===== src/sv/tdf_pkg.sv =====
// ----------------------------------------------------------------------------
// tdf_pkg
// shared widths, codes and types of the trial division factorizer
// ----------------------------------------------------------------------------
package tdf_pkg;

  // payload widths
  localparam int NUM_BITS    = 48;
  localparam int STATUS_BITS = 2;

  // trial divisor stays below sqrt(2^47) + 2, squared value below 2^50
  localparam int DIV_BITS = 25;
  localparam int SQ_BITS  = 2 * DIV_BITS;

  // default for the top level parameter
  localparam int VALUE_BITS_DEF = 48;

  // largest accepted number, 2^47
  localparam logic [NUM_BITS-1:0] MAX_NUMBER = NUM_BITS'(48'h8000_0000_0000);

  // counter width of the bit-serial divider
  localparam int CNT_BITS = $clog2(NUM_BITS + 1);

  typedef enum logic [STATUS_BITS-1:0] {
    STATUS_COMPOSITE = 2'd0,
    STATUS_PRIME     = 2'd1,
    STATUS_RANGE     = 2'd2
  } status_t;

  typedef enum logic [2:0] {
    ST_IDLE,
    ST_CHECK,
    ST_DIVIDE,
    ST_WAIT,
    ST_EMIT
  } state_t;

  // divider status toward the sequencer
  typedef struct packed {
    logic done;
    logic exact;
  } div_stat_t;

endpackage


===== src/sv/tdf_if.sv =====
// ----------------------------------------------------------------------------
// tdf_if
// valid/ready channels for numbers in and factors out
// ----------------------------------------------------------------------------
interface tdf_num_if;
  logic                         valid;
  logic                         ready;
  logic [tdf_pkg::NUM_BITS-1:0] number;

  modport source (output valid, output number, input ready);
  modport sink   (input valid, input number, output ready);
endinterface

interface tdf_fac_if;
  logic                            valid;
  logic                            ready;
  logic [tdf_pkg::NUM_BITS-1:0]    factor;
  logic                            last;
  logic [tdf_pkg::STATUS_BITS-1:0] status;

  modport source (output valid, output factor, output last, output status, input ready);
  modport sink   (input valid, input factor, input last, input status, output ready);
endinterface


===== src/sv/tdf_divider.sv =====
// ----------------------------------------------------------------------------
// tdf_divider
// restoring divider, one quotient bit per cycle
// ----------------------------------------------------------------------------
module tdf_divider (
  input  logic                         clk,
  input  logic                         rst,
  input  logic                         start,
  input  logic [tdf_pkg::NUM_BITS-1:0] dividend,
  input  logic [tdf_pkg::DIV_BITS-1:0] divisor,
  output tdf_pkg::div_stat_t           stat,
  output logic [tdf_pkg::NUM_BITS-1:0] quotient
);

  logic [tdf_pkg::NUM_BITS-1:0] q;
  logic [tdf_pkg::DIV_BITS-1:0] r;
  logic [tdf_pkg::CNT_BITS-1:0] cnt;
  logic                         active;
  logic                         done;
  logic [tdf_pkg::DIV_BITS:0]   r_sh;
  logic [tdf_pkg::DIV_BITS:0]   diff;
  logic                         fits;

  always_comb begin
    r_sh = {r, q[tdf_pkg::NUM_BITS-1]};
    diff = r_sh - {1'b0, divisor};
    fits = (r_sh >= {1'b0, divisor});
  end

  always_ff @(posedge clk) begin
    if (rst) begin
      active <= 1'b0;
      done   <= 1'b0;
      cnt    <= '0;
    end else if (start) begin
      active <= 1'b1;
      done   <= 1'b0;
      cnt    <= tdf_pkg::CNT_BITS'(tdf_pkg::NUM_BITS);
    end else if (active) begin
      cnt <= cnt - tdf_pkg::CNT_BITS'(1);
      if (cnt == tdf_pkg::CNT_BITS'(1)) begin
        active <= 1'b0;
        done   <= 1'b1;
      end
    end else begin
      done <= 1'b0;
    end
  end

  always_ff @(posedge clk) begin
    if (start) begin
      q <= dividend;
      r <= '0;
    end else if (active) begin
      q <= {q[tdf_pkg::NUM_BITS-2:0], fits};
      r <= fits ? diff[tdf_pkg::DIV_BITS-1:0] : r_sh[tdf_pkg::DIV_BITS-1:0];
    end
  end

  assign stat.done  = done;
  assign stat.exact = (r == '0);
  assign quotient   = q;

endmodule


===== src/sv/trial_division_factorizer.sv =====
// ----------------------------------------------------------------------------
// trial_division_factorizer
// prime factorization of one unsigned number by trial division
// ----------------------------------------------------------------------------
// Takes one number and returns its prime factors in ascending order, repeats
// included, one item per factor; the final item has last set. Divisors tried
// are 2, then 3, 5, 7 and on, until the divisor squared exceeds what is left;
// that leftover is the final factor. A prime input gives one item with prime
// status, an input below 2 or above 2^47 one item with factor zero and range
// status. Each trial runs the bit-serial divider and steps through the
// check, divide and wait states; an exact division emits the factor and
// tries the same divisor again. A prime near 2^47 takes some 6e6 odd trials.
// The divisor square is kept by adding 4d+4 per step, so no multiplier is
// involved. The block takes no new number until the last factor is in the
// output register; that register lets the next number enter while the final
// factor waits.
// ----------------------------------------------------------------------------
module trial_division_factorizer #(
  parameter int VALUE_BITS = tdf_pkg::VALUE_BITS_DEF
) (
  input logic      clk,
  input logic      rst,
  tdf_num_if.sink  number_ch,
  tdf_fac_if.source factor_ch
);

  // input bits kept, numbers wider than VALUE_BITS are masked first
  localparam logic [tdf_pkg::NUM_BITS-1:0] ValueMask =
    (VALUE_BITS >= tdf_pkg::NUM_BITS) ? {tdf_pkg::NUM_BITS{1'b1}} :
    tdf_pkg::NUM_BITS'((64'd1 << VALUE_BITS) - 64'd1);

  tdf_pkg::state_t state, state_next;

  // working registers
  logic [tdf_pkg::NUM_BITS-1:0] rem, rem_next;
  logic [tdf_pkg::DIV_BITS-1:0] dvs, dvs_next;
  logic [tdf_pkg::SQ_BITS-1:0]  sq, sq_next;
  logic                         found, found_next;

  // item waiting to go into the output register
  logic [tdf_pkg::NUM_BITS-1:0] pend_factor, pend_factor_next;
  logic                         pend_last, pend_last_next;
  tdf_pkg::status_t             pend_status, pend_status_next;

  // output register
  logic                         out_valid, out_valid_next;
  logic [tdf_pkg::NUM_BITS-1:0] out_factor, out_factor_next;
  logic                         out_last, out_last_next;
  tdf_pkg::status_t             out_status, out_status_next;

  logic                         div_start;
  tdf_pkg::div_stat_t           div_stat;
  logic [tdf_pkg::NUM_BITS-1:0] div_quot;

  logic [tdf_pkg::NUM_BITS-1:0] num_masked;
  logic                         num_bad;
  logic                         take_in;
  logic                         out_free;

  tdf_divider u_div (
    .clk      (clk),
    .rst      (rst),
    .start    (div_start),
    .dividend (rem),
    .divisor  (dvs),
    .stat     (div_stat),
    .quotient (div_quot)
  );

  assign num_masked = number_ch.number & ValueMask;
  assign num_bad    = (num_masked < tdf_pkg::NUM_BITS'(2)) ||
                      (num_masked > tdf_pkg::MAX_NUMBER);
  assign take_in    = number_ch.valid && number_ch.ready;
  assign out_free   = !out_valid || factor_ch.ready;

  assign number_ch.ready  = (state == tdf_pkg::ST_IDLE);
  assign factor_ch.valid  = out_valid;
  assign factor_ch.factor = out_factor;
  assign factor_ch.last   = out_last;
  assign factor_ch.status = out_status;

  // sequencer
  always_comb begin
    state_next       = state;
    rem_next         = rem;
    dvs_next         = dvs;
    sq_next          = sq;
    found_next       = found;
    pend_factor_next = pend_factor;
    pend_last_next   = pend_last;
    pend_status_next = pend_status;
    out_valid_next   = out_valid && !factor_ch.ready;
    out_factor_next  = out_factor;
    out_last_next    = out_last;
    out_status_next  = out_status;
    div_start        = 1'b0;

    case (state)
      tdf_pkg::ST_IDLE: begin
        if (take_in) begin
          if (num_bad) begin
            pend_factor_next = '0;
            pend_last_next   = 1'b1;
            pend_status_next = tdf_pkg::STATUS_RANGE;
            state_next       = tdf_pkg::ST_EMIT;
          end else begin
            rem_next   = num_masked;
            dvs_next   = tdf_pkg::DIV_BITS'(2);
            sq_next    = tdf_pkg::SQ_BITS'(4);
            found_next = 1'b0;
            state_next = tdf_pkg::ST_CHECK;
          end
        end
      end

      tdf_pkg::ST_CHECK: begin
        // keep trying while divisor squared fits in what is left
        if (sq <= {{(tdf_pkg::SQ_BITS-tdf_pkg::NUM_BITS){1'b0}}, rem}) begin
          state_next = tdf_pkg::ST_DIVIDE;
        end else begin
          pend_factor_next = rem;
          pend_last_next   = 1'b1;
          pend_status_next = found ? tdf_pkg::STATUS_COMPOSITE : tdf_pkg::STATUS_PRIME;
          state_next       = tdf_pkg::ST_EMIT;
        end
      end

      tdf_pkg::ST_DIVIDE: begin
        div_start  = 1'b1;
        state_next = tdf_pkg::ST_WAIT;
      end

      tdf_pkg::ST_WAIT: begin
        if (div_stat.done) begin
          if (div_stat.exact) begin
            // divisor fits: report it and divide it out, same divisor next
            rem_next         = div_quot;
            found_next       = 1'b1;
            pend_factor_next = {{(tdf_pkg::NUM_BITS-tdf_pkg::DIV_BITS){1'b0}}, dvs};
            pend_last_next   = 1'b0;
            pend_status_next = tdf_pkg::STATUS_COMPOSITE;
            state_next       = tdf_pkg::ST_EMIT;
          end else begin
            if (dvs == tdf_pkg::DIV_BITS'(2)) begin
              dvs_next = tdf_pkg::DIV_BITS'(3);
              sq_next  = tdf_pkg::SQ_BITS'(9);
            end else begin
              // (d+2)^2 = d^2 + 4d + 4
              dvs_next = dvs + tdf_pkg::DIV_BITS'(2);
              sq_next  = sq + {{(tdf_pkg::SQ_BITS-tdf_pkg::DIV_BITS-2){1'b0}}, dvs, 2'b00}
                         + tdf_pkg::SQ_BITS'(4);
            end
            state_next = tdf_pkg::ST_CHECK;
          end
        end
      end

      tdf_pkg::ST_EMIT: begin
        if (out_free) begin
          out_valid_next  = 1'b1;
          out_factor_next = pend_factor;
          out_last_next   = pend_last;
          out_status_next = pend_status;
          state_next      = pend_last ? tdf_pkg::ST_IDLE : tdf_pkg::ST_CHECK;
        end
      end

      default: state_next = tdf_pkg::ST_IDLE;
    endcase
  end

  // control state
  always_ff @(posedge clk) begin
    if (rst) begin
      state     <= tdf_pkg::ST_IDLE;
      out_valid <= 1'b0;
    end else begin
      state     <= state_next;
      out_valid <= out_valid_next;
    end
  end

  // payload and working values
  always_ff @(posedge clk) begin
    rem         <= rem_next;
    dvs         <= dvs_next;
    sq          <= sq_next;
    found       <= found_next;
    pend_factor <= pend_factor_next;
    pend_last   <= pend_last_next;
    pend_status <= pend_status_next;
    out_factor  <= out_factor_next;
    out_last    <= out_last_next;
    out_status  <= out_status_next;
  end

endmodule

===== src/flat_wrapper.sv =====
// flat-port wrapper written by rule: the top's interface ports become plain ports
module trial_division_factorizer_flat 
#(
  parameter int VALUE_BITS = tdf_pkg::VALUE_BITS_DEF
)
  (clk, rst, number_ch_valid, number_ch_number, number_ch_ready, factor_ch_valid, factor_ch_factor, factor_ch_last, factor_ch_status, factor_ch_ready);
  tdf_num_if number_ch_i ();
  tdf_fac_if factor_ch_i ();
  input logic clk;
  input logic rst;
  input wire logic [$bits(number_ch_i.valid)-1:0] number_ch_valid;
  input wire logic [$bits(number_ch_i.number)-1:0] number_ch_number;
  output wire logic [$bits(number_ch_i.ready)-1:0] number_ch_ready;
  output wire logic [$bits(factor_ch_i.valid)-1:0] factor_ch_valid;
  output wire logic [$bits(factor_ch_i.factor)-1:0] factor_ch_factor;
  output wire logic [$bits(factor_ch_i.last)-1:0] factor_ch_last;
  output wire logic [$bits(factor_ch_i.status)-1:0] factor_ch_status;
  input wire logic [$bits(factor_ch_i.ready)-1:0] factor_ch_ready;
  assign number_ch_i.valid = number_ch_valid;
  assign number_ch_i.number = number_ch_number;
  assign number_ch_ready = number_ch_i.ready;
  assign factor_ch_valid = factor_ch_i.valid;
  assign factor_ch_factor = factor_ch_i.factor;
  assign factor_ch_last = factor_ch_i.last;
  assign factor_ch_status = factor_ch_i.status;
  assign factor_ch_i.ready = factor_ch_ready;
  trial_division_factorizer #(.VALUE_BITS(VALUE_BITS)) u_core (.clk(clk), .rst(rst), .number_ch(number_ch_i), .factor_ch(factor_ch_i));
endmodule

===== config.mk =====
export PLATFORM = sky130hd
export DESIGN_NAME = trial_division_factorizer_flat
export DESIGN_NICKNAME = d
export VERILOG_FILES = /design/src/sv/tdf_pkg.sv /design/src/sv/tdf_if.sv /design/src/sv/tdf_divider.sv /design/src/sv/trial_division_factorizer.sv /design/src/flat_wrapper.sv
export SDC_FILE = /design/constraint.sdc
export NUM_CORES = 1
export LEC_CHECK = 0
export ABC_AREA = 1
export ABC_CLOCK_PERIOD_IN_PS = 15550
export BUFFER_PORTS_ARGS = -buffer_cell sky130_fd_sc_hd__buf_4
export CAP_MARGIN = 15
export CORE_MARGIN = 4
export CORE_UTILIZATION = 47
export CTS_CLUSTER_SIZE = 14
export DETAILED_ROUTE_END_ITERATION = 10
export PLACE_DENSITY = 0.7
export SKIP_LAST_GASP = 1
export SLEW_MARGIN = 10
export SYNTH_ARGS = -nofsm -noshare
export SYNTH_HDL_FRONTEND = slang
export SYNTH_SLANG_ARGS = --single-unit

===== constraint.sdc =====
create_clock -name clk -period 15.55 [get_ports clk]
set_input_delay 1.555 -clock clk [delete_from_list [all_inputs] [get_ports clk]]
set_output_delay 1.555 -clock clk [all_outputs]
set_load 0.05 [all_outputs]

# [Word level (Yosys, flattened, before mapping)]
# Cells that the tools add are included.
[word_totals] ff_bits=311 inputBits=52 out_inout_bits=53 wordCells=120
[op_classes] add_sub_neg=5 order_cmp=4 eq_ne=14 mux=60 n_bitwise=1 reduce_logical=18
[ops] operator="$mux W48" count=11
[ops] operator="$mux W50" count=5
[ops] operator="$mux W25" count=6
[ops] operator="$pmux W48 S3" count=1
[ops] operator="$pmux W50 S2" count=1
[ops] operator="$pmux W48 S2" count=1
[ops] operator="$add A50 B27 Y50" count=1
[ops] operator="$add A50 B3 Y50 const B" count=1
[ops] operator="$le A50 B48 Y1" count=1
[ops] operator="$pmux W25 S2" count=1
[ops] operator="$gt A48 B48 Y1 const B" count=1
[ops] operator="$lt A48 B2 Y1 const B" count=1
[ops] operator="$ge A26 B25 Y1" count=1
[ops] operator="$add A25 B2 Y25 const B" count=1
[ops] operator="$eq A25 B2 Y1 const B" count=1
[ops] operator="$logic_not A25 Y1" count=1
[ops] operator="$sub A25 B25 Y25" count=1
[ops] operator="$mux W3" count=6
[ops] operator="$mux W1" count=17
[ops] operator="$pmux W3 S5" count=1
[ops] operator="$mux W6" count=2
[ops] operator="$ne A2 B2 Y1 const B" count=6
[ops] operator="$mux W2" count=5
[ops] operator="$reduce_and A5 Y1" count=2
[ops] operator="other kinds (21)" count=27

# [Longest topological paths before layout]
# Gate-level depths: netlist of the first run.
[logic_depth] ltp_word=6 depth_mapped=17 depth_no_buf=17

# [By module]
# From an unflattened synthesis of the first run, not the netlist that was laid out.
[hier_totals] cells_unflattened=2304 area_unflattened_um2=18891.9
[by_module_without_submodules] module="trial_division_factorizer" n_inst=1 cells_each=1424 area_each_um2=13177.6 seq_area_each_um2=6836.6
[by_module_without_submodules] module="tdf_divider" n_inst=1 cells_each=880 area_each_um2=5714.2 seq_area_each_um2=2102.0

# [Least setup slack after synthesis of the first run]
# No wires, ideal clock.
[synth_timing] path_kind="input -> register" from="in number_ch_number[6]" to="reg u_core.dvs[0] in the netlist's numbering (enable)" setup_ns=0.689 arrival_ns=9.242 t_required_ns=14.861 path_slack_ns=5.620 path_stages=11 n_path_buf=0 cell_sequence="nor2_1 nand2_1 nor2_1 nand2_1 nor2_1 nand2_1 nand2_1 nand2_1 nand2_1 o21ai_0 nor4_1"
[synth_between] elab_chain_len=4 elab_cells_between_ends=5 cone_classes="order compare: 2; eq/ne: 1; reduce/logical: 2"
[synth_lines] item="start: declaration" line="flat_wrapper.sv:12" source="input wire logic [$bits(number_ch_i.number)-1:0] number_ch_number;"
[synth_lines] item="$lt A48 B2 Y1 / $gt A48 B48 Y1 (equally long branches)" line="trial_division_factorizer.sv:71, trial_division_factorizer.sv:72"
[synth_lines] item="$logic_or A1 B1 Y1 *" line="trial_division_factorizer.sv:71" source="assign num_bad = (num_masked < tdf_pkg::NUM_BITS'(2)) ||"
[synth_lines] item="$ne A2 B2 Y1 (no line) *"
[synth_lines] item="$reduce_and A5 Y1 (no line) *"
[synth_lines] item="end signal: assignment" line="trial_division_factorizer.sv:186" source="dvs <= dvs_next;"
[synth_lines] item="end: declaration" line="trial_division_factorizer.sv:36" source="logic [tdf_pkg::DIV_BITS-1:0] dvs, dvs_next;"
# Every way passes the cells marked *; elsewhere a longest branch is shown, timed or not.
# A chain may end at the register's enable or synchronous reset.

# [Worst setup path after layout of the first run]
[layout_timing] from="in number_ch_number[15]" to="reg u_core.pend_factor[33] in the netlist's numbering (enable)"
[layout_between] elab_chain_len=4 elab_cells_between_ends=5 cone_classes="order compare: 2; eq/ne: 1; reduce/logical: 2"
[layout_lines] item="$lt A48 B2 Y1 / $gt A48 B48 Y1 (equally long branches)" line="trial_division_factorizer.sv:71, trial_division_factorizer.sv:72"
[layout_lines] item="$logic_or A1 B1 Y1 *" line="trial_division_factorizer.sv:71"
[layout_lines] item="$ne A2 B2 Y1 (no line) *"
[layout_lines] item="$reduce_and A6 Y1 (no line) *"
[layout_lines] item="end signal: assignment" line="trial_division_factorizer.sv:189" source="pend_factor <= pend_factor_next;"
[layout_lines] item="end: declaration" line="trial_division_factorizer.sv:41" source="logic [tdf_pkg::NUM_BITS-1:0] pend_factor, pend_factor_next;"
# Marked as above.

==> results of run 1 <==
==> power breakdown <==
group	internal (mW)	switching, mW	total, mW
combinational	0.239	0.495	0.734
sequential	1.02	0.0560	1.07
clock	0.457	0.330	0.787
total	1.71	0.881	2.59
==> metal layers <==
layer / track usage, % / vias up / share of wire (%) / wire, microns
li1: - / 7242 / - / -
met1: 31.1 / 6955 / 44 / 21100
met2: 38.8 / 476 / 48 / 23100
met3: 2.77 / 86 / 6.0 / 2900
met4: 6.53 / 0 / 2.7 / 1300
met5: 0 / - / 0 / 0
==> worst max path at each step <==
stage / from / slack (ps) / end
6_report: number_ch_number[15] / 11870 / u_core.pend_factor[33]$_DFFE_PP_
5_1_grt: number_ch_number[46] / 11680 / u_core.sq[22]$_SDFFCE_PP0P_
4_1_cts: number_ch_number[15] / 11560 / u_core.rem[26]$_DFFE_PP_
3_5_place_dp: number_ch_number[15] / 11010 / u_core.rem[20]$_DFFE_PP_
3_3_place_gp: number_ch_number[46] / 11120 / u_core.rem[25]$_DFFE_PP_
2_1_floorplan: number_ch_number[6] / 5620 / u_core.dvs[0]$_SDFFCE_PN0P_
==> cells in the final DEF (no fill, tap or decap), types with 3 or more instances in the layout <==
cell type / count
nand2_1: 525
inv_1: 278
edfxtp_1: 273
nor2_1: 194
a21oi_1: 126
ha_1: 125
o21ai_0: 117
buf_4: 117
nand3_1: 91
nand4_1: 47
nor3_1: 40
dfxtp_1: 37
clkbuf_16: 35
o22ai_1: 26
o21ai_1: 22
xor2_1: 16
xnor2_1: 14
a21o_1: 12
or2_2: 12
clkbuf_1: 9
inv_2: 8
nor4_1: 8
o21bai_1: 7
a31oi_1: 7
clkinv_1: 7
nand2_2: 5
nor3_4: 4
nor3b_2: 4
o21ai_2: 3
nor2_2: 3
a21oi_2: 3
nand3_2: 3
nor3b_1: 3
nor2_4: 3
o21a_1: 3
nand3b_1: 3
clkinv_2: 3
==> worst register-to-register path, stage by stage (launching register included) <==
cell      delay [ps]
edfxtp_1         460
inv_1            250
ha_1             330
a21oi_1          200
o21ai_2          150
a21boi_2         280
o21ai_2          130
nand2_2          380
nand3_2          670
nand2_1          340
o21ai_0          110
==> stage by stage <==
stage | area [sq um] | power [mW] | hold WS [ps] | std cells | util, %
2_1_floorplan | 18000 | 1.62 | 400 | 2087 | -
3_3_place_gp | 19300 | 1.80 | 400 | 2664 | 51.2
3_5_place_dp | 19300 | 1.81 | 405 | 2664 | 51.2
4_1_cts | 20400 | 2.60 | 417 | 2725 | 54.0
5_1_grt | 20400 | 2.74 | 422 | 2726 | 54.0
6_report | 20400 | 2.59 | 413 | 2726 | 54.0
==> sequential cells by signal, summed over array words and instances, names as in the netlist, 2 cells and up <==
name and flops:
u_core.u_div.cnt 6, u_core.sq 49, u_core.u_div.r 25, u_core.rem 48, u_core.state 3, u_core.dvs 25
u_core.pend_factor 48, u_core.pend_status 2, u_core.factor_ch.factor 48, u_core.u_div.quotient 48, u_core.factor_ch.status 2
==> kinds of logic after synthesis <==
kind of cell / after synthesis
flip-flops: 310
AND/OR/NAND/NOR: 950
AO/OA/AOI/OAI: 334
XOR/XNOR: 30
buffers and inverters: 336
adder cells (fa/ha/maj): 127
==> layout make-up <==
type	instances	area share [%]
Clock buffer	46	4.60
Timing Repair Buffer	117	4.31
Clock inverter	15	0.614
Tap cell	511	3.14
Multi-Input combinational cell	1441	38.3
Inverter	286	5.26
Sequential cell	310	43.8
==> impl_metrics.yaml, run 1 <==
run_status:
  outcome: "completed"
grt:
  grt_max_degree: 75
  first_global_vias: 14300
  grt_antenna_before_repair: 0
  grt_overflow: 0
  grt_pass1_wl_microns: 76200
  groute.usage.overall_pct: 22.9
logic_synthesis:
  synth-adder-area-share_pct: 8.90
  synth_xor_area_share_pct: 1.46
  syn_nets: 2266
  yosys.area_share.simple_pct: 22.7
  synth_top_cell_area_share_pct: 45.5
  synth_compound_area_share_pct: 10.1
  yosys_warnings: 0
  synthTopCellsByArea: "edfxtp_1 46%, nand2_1 11%, ha_1 8.7%"
  synth_top_area_cell: "edfxtp_1"
  synth_common_cells: "527 x nand2_1, 280 x inv_1, 273 x edfxtp_1, 194 x nor2_1, 127 x a21oi_1"
  yosys_register_bits: 310
  synth.distinct_cells: 47
  yosysSeqAreaShare_pct: 49.6
  avgSynthCellArea_sq_um: 8.63
  synth_top_family_by_area: "simple AND/OR/NAND/NOR gates"
  synthCells: 2087
  synthArstFlopShare_pct: 0
  yosysMostFrequentCell: "nand2_1"
  muxShareOfSynthArea_pct: 0
  netlist_area_sq_um: 18000
  synth_edf_count: 273
  ys.flop_type: "edfxtp_1"
placement:
  gp_congestion: 0.924
  post-place-ws_ps: 11010
  port_buffers: 104
  dpl.hpwl_microns: 35700
min_path:
  holdPathEnd: "u_core.factor_ch.factor[9]$_DFFE_PP_"
  holdCritStartpoint: "u_core.pend_factor[9]$_DFFE_PP_"
  hp-class: "flop to flop"
  holdPathStages: 0
critical_path:
  path_depth: 13
  cp.required_ps: 15720
  ff2ff_path_depth: 10
  critical_path_class: "input port to flop"
  r2r_end: "u_core.u_div.quotient[0]$_DFFE_PP_"
  path_delay_family: "buffers and inverters"
  r2r_setup_slack_ps: 11980
  path_buf_inv: 3
  cpPeakStageDelay_ps: 480
  slowest_stage: "inv_2"
  reg2reg_from: "u_core.dvs[3]$_SDFFCE_PP0P_"
  start_kind: "input port"
  cp_cell_sequence: "buf_4 -> nor2_1 -> nand2_1 -> nor2_1 -> nand3_1 -> nor2_1 -> nand2_1 -> nand2_1 -> nand2_1 -> a21oi_1 -> nand2_1 -> inv_2 -> buf_4"
  crit_arrival_ps: 3840
  end_kind: "flop"
  cp_common_cell: "nand2_1"
  cp_max_fo: 29
layout:
  seqCellArea_sq_um: 8940
  n_fill_cell: 3450
  n_antenna_cell: 0
  nets: 2370
  multiInputGateArea_sq_um: 7800
  drive_above_1_share_pct: 9.71
  synthToLayoutAreaGrowth_pct: 13.2
floorplan:
  dieWidth_microns: 204
  die_area_sq_um: 41500
  ios: 105
  rows: 71
  initial_core_util_pct: 47.7
  dieHeight_microns: 204
  core_sq_um: 37800
timing:
  hold_viol_final: 0
  setup_ws_ps: 11870
  rsz0062_at_grt: "false"
  finalCriticalPeriod_ps: 3680
  max_slew.worst_pin.slew_ps: 1070
  slew_violations: 0
  slew_headroom_pct: 28.8
  max_freq_mhz: 272
  setup_viol: 0
  skew_ps: 22.3
  min_period_over_period_pct: 23.6
  setup_tns_ps: 0
clock_tree:
  htree_num_levels: 2
  cts_buffer_depth: 3
  cts-root-buf: "clkbuf_16"
  insertion_delay_ps: 530
  cts_hold_buf: 0
  cts_tree: "built"
  path_clk_slew_ps: 60
  cts_sinks: 310
  cts_resized: 0
  post-cts-setup-buffer-count: 0
  cts_made_buffers: 35
routing:
  drc: 0
  drt-initial-drc-count: 1292
  wl_per_cell_microns: 17.7
  drt-total-wl_microns: 48400
  avgViaCountPerCell: 5.41
  vias: 14800
  drt.antenna.violating_nets: 0
  detail_route.first_pass.iterations: 5
power_and_ir_drop:
  p_per_area_nw_per_um2: 127
  ir_drop_uv: 64.1
  p_leak_nw: 8.87
flow_run:
  drv_cap: 0
Power figures use the tool's default switching activity.
==> run 2: changes to the inputs <==
--- a/config.mk
+++ b/config.mk
@@ -6,14 +6,14 @@
 export NUM_CORES = 1
 export LEC_CHECK = 0
 export ABC_AREA = 1
-export ABC_CLOCK_PERIOD_IN_PS = 15550
+export ABC_CLOCK_PERIOD_IN_PS = 2960
 export BUFFER_PORTS_ARGS = -buffer_cell sky130_fd_sc_hd__buf_4
 export CAP_MARGIN = 15
 export CORE_MARGIN = 4
 export CORE_UTILIZATION = 47
 export CTS_CLUSTER_SIZE = 14
 export DETAILED_ROUTE_END_ITERATION = 10
-export PLACE_DENSITY = 0.7
+export PLACE_DENSITY = 0.73
 export SKIP_LAST_GASP = 1
 export SLEW_MARGIN = 10
 export SYNTH_ARGS = -nofsm -noshare
==> constraint.sdc (replaced) <==
create_clock -name clk -period 2.96 [get_ports clk]
set_input_delay 0.296 -clock clk [delete_from_list [all_inputs] [get_ports clk]]
set_output_delay 0.296 -clock clk [all_outputs]
set_load 0.05 [all_outputs]
==> run 2 against run 1 <==
Against the previous run:
- power grew to 5.5 times the previous value
- critical path type is now flop to flop
- clock power increased to 5.8 times the previous value
- critical path depth fell by 3
- via count grew 2.5%
- die area unchanged
- largest cell class unchanged
- global-route usage rose by 0.24 points
- core utilization up 1.1 points
==> impl_metrics.yaml, run 2 (synthesis results as in run 1) <==
run_status:
  outcome: "completed"
layout:
  layout_commonest_cell: "nand2_1"
  nets: 2396
  final_cell_mix: "524 x nand2_1, 275 x inv_1, 273 x edfxtp_1, 193 x nor2_1, 135 x buf_4"
  registers.top_by_ff_count: "u_core.sq"
  synthToLayoutAreaGrowth_pct: 15.6
  largest_register_ffs: 49
  layoutNonFillerInstCount: 2750
  n_antenna_cell: 0
  drive_above_1_share_pct: 11.4
  fin_util_pct: 55.2
power_and_ir_drop:
  p_per_area_nw_per_um2: 681
  totalPowerFinal_mw: 14.2
  pwr-share-comb_pct: 28.2
  netSwitchingFraction_pct: 33.4
  p_leak_nw: 9.08
  ir_drop_uv: 530
  switching_power_mw: 4.74
  seq_power_share_pct: 39.7
  internal_power_mw: 9.44
  clockPowerShare_pct: 32.1
floorplan:
  rows: 71
  die_area_sq_um: 41500
  dieWidth_microns: 204
  dieHeight_microns: 204
  initial_core_util_pct: 47.7
  core_sq_um: 37800
  ios: 105
min_path:
  holdPathStages: 3
  hp-class: "input port to flop"
timing:
  setup_tns_ps: 0
  max_freq_mhz: 362
  finalCriticalPeriod_ps: 2770
  min_period_over_period_pct: 93.4
  setup_viol: 0
  skew_ps: 22.7
  max_slew.worst_pin.slew_ps: 824
  rsz0062_at_grt: "false"
  slew_headroom_pct: 45.0
  slew_violations: 0
  hold_viol_final: 0
critical_path:
  slowest_stage: "edfxtp_1"
  cp_common_cell: "nand2_1"
  crit_arrival_ps: 3050
  cp_cell_sequence: "ha_1 -> ha_1 -> a21oi_1 -> o21a_1 -> nand2_1 -> a21o_1 -> nand2_1 -> nand2_1 -> a31oi_1 -> nor2_1"
  start_kind: "flop"
  cp_max_fo: 9
  end_kind: "flop"
  critical_path_class: "flop to flop"
  cpPeakStageDelay_ps: 490
  cp.required_ps: 3240
  r2r_setup_slack_ps: 190
  ff2ff_path_depth: 10
routing:
  drc: 0
  drt.antenna.violating_nets: 0
  drt-total-wl_microns: 49100
  avgViaCountPerCell: 5.50
  drt-initial-drc-count: 1388
  wl_per_cell_microns: 17.8
  vias: 15100
  detail_route.first_pass.iterations: 5
clock_tree:
  cts_buffer_depth: 3
  path_clk_slew_ps: 60
  cts-root-buf: "clkbuf_16"
  cts_tree: "built"
  cts_made_buffers: 36
  insertion_delay_ps: 540
  htree_num_levels: 2
  cts_sinks: 310
placement:
  port_buffers: 104
  gp_congestion: 0.939
  dpl.hpwl_microns: 36500
  post-place-cells: 2687
flow_run:
  drv_cap: 0
grt:
  grt_pass1_wl_microns: 76900
  groute.usage.overall_pct: 23.1
  grt_overflow: 0
  grt_max_degree: 75
  grt_antenna_before_repair: 0
  first_global_vias: 14600
## run 2: cell count changes in the layout (fill, tap and decap cells not counted), sizes merged
cell,change
buf,+24
bufinv,+4
clkbuf,-8
clkinvlp,+2
dlygate4sd3,+1
inv,+1
## run 2: cell type report
cell class / count / area [sq um]
repair buffers: 142 / 1140
clock buffers: 38 / 908
well taps: 511 / 639
fillers: 3357 / 16900
flip-flops and latches: 310 / 8940
inverters: 286 / 1070
multi-input cells: 1441 / 7830
clock inverters: 22 / 284
## run 2: timing repair
item | 4_1_cts | 5_1_grt
hold endpoints to repair | 5 | 0
setup buffers | 0 | 2
gates resized for setup | 0 | 4
hold buffers | 1 | 0
setup endpoints to repair | 0 | 8
## run 2: worst paths after layout
| check | startpoint | end |
|---|---|---|
| setup / recovery | u_core.dvs[7]$_SDFFCE_PP0P_ | u_core.sq[46]$_SDFFCE_PP0P_ |
| hold / removal | number_ch_number[5] | u_core.rem[5]$_DFFE_PP_ |
| hold reg to reg | u_core.pend_factor[32]$_DFFE_PP_ | u_core.factor_ch.factor[32]$_DFFE_PP_ |
| setup reg to reg | u_core.dvs[7]$_SDFFCE_PP0P_ | u_core.sq[46]$_SDFFCE_PP0P_ |
## run 2: power groups by stage
stage	Clock [mW]	Sequential (mW)	Combinational (mW)
floorplan	0	5.81	2.69
global placement	0	5.68	3.85
detailed placement	0	5.70	3.93
CTS	4.62	5.62	3.96
global route	4.82	5.67	4.45
finish	4.55	5.63	4.00
## run 2: routing by layer
metal	track usage, %	part of all wire [%]	up-vias
met5	0	0	-
met4	6.07	2.4	0
met3	2.97	7.7	76
met2	39.1	48	615
met1	31.6	42	7133
li1	-	-	7301
## run 2: worst max-delay path, delay by kind of cell (launching register included)
family          cells  cell delay [ps]
flops               1              490
simple gates        4              500
compound gates      4              830
fa+ha+maj           2              680
## run 2: metrics by stage
stage	setup slack [ps]	hold WS [ps]	area, sq um
floorplan	-860	365	18100
global placement	266	400	19600
detailed placement	205	405	19600
CTS	186	24.8	20800
global route	6.60	41.1	20800
finish	194	38.1	20800
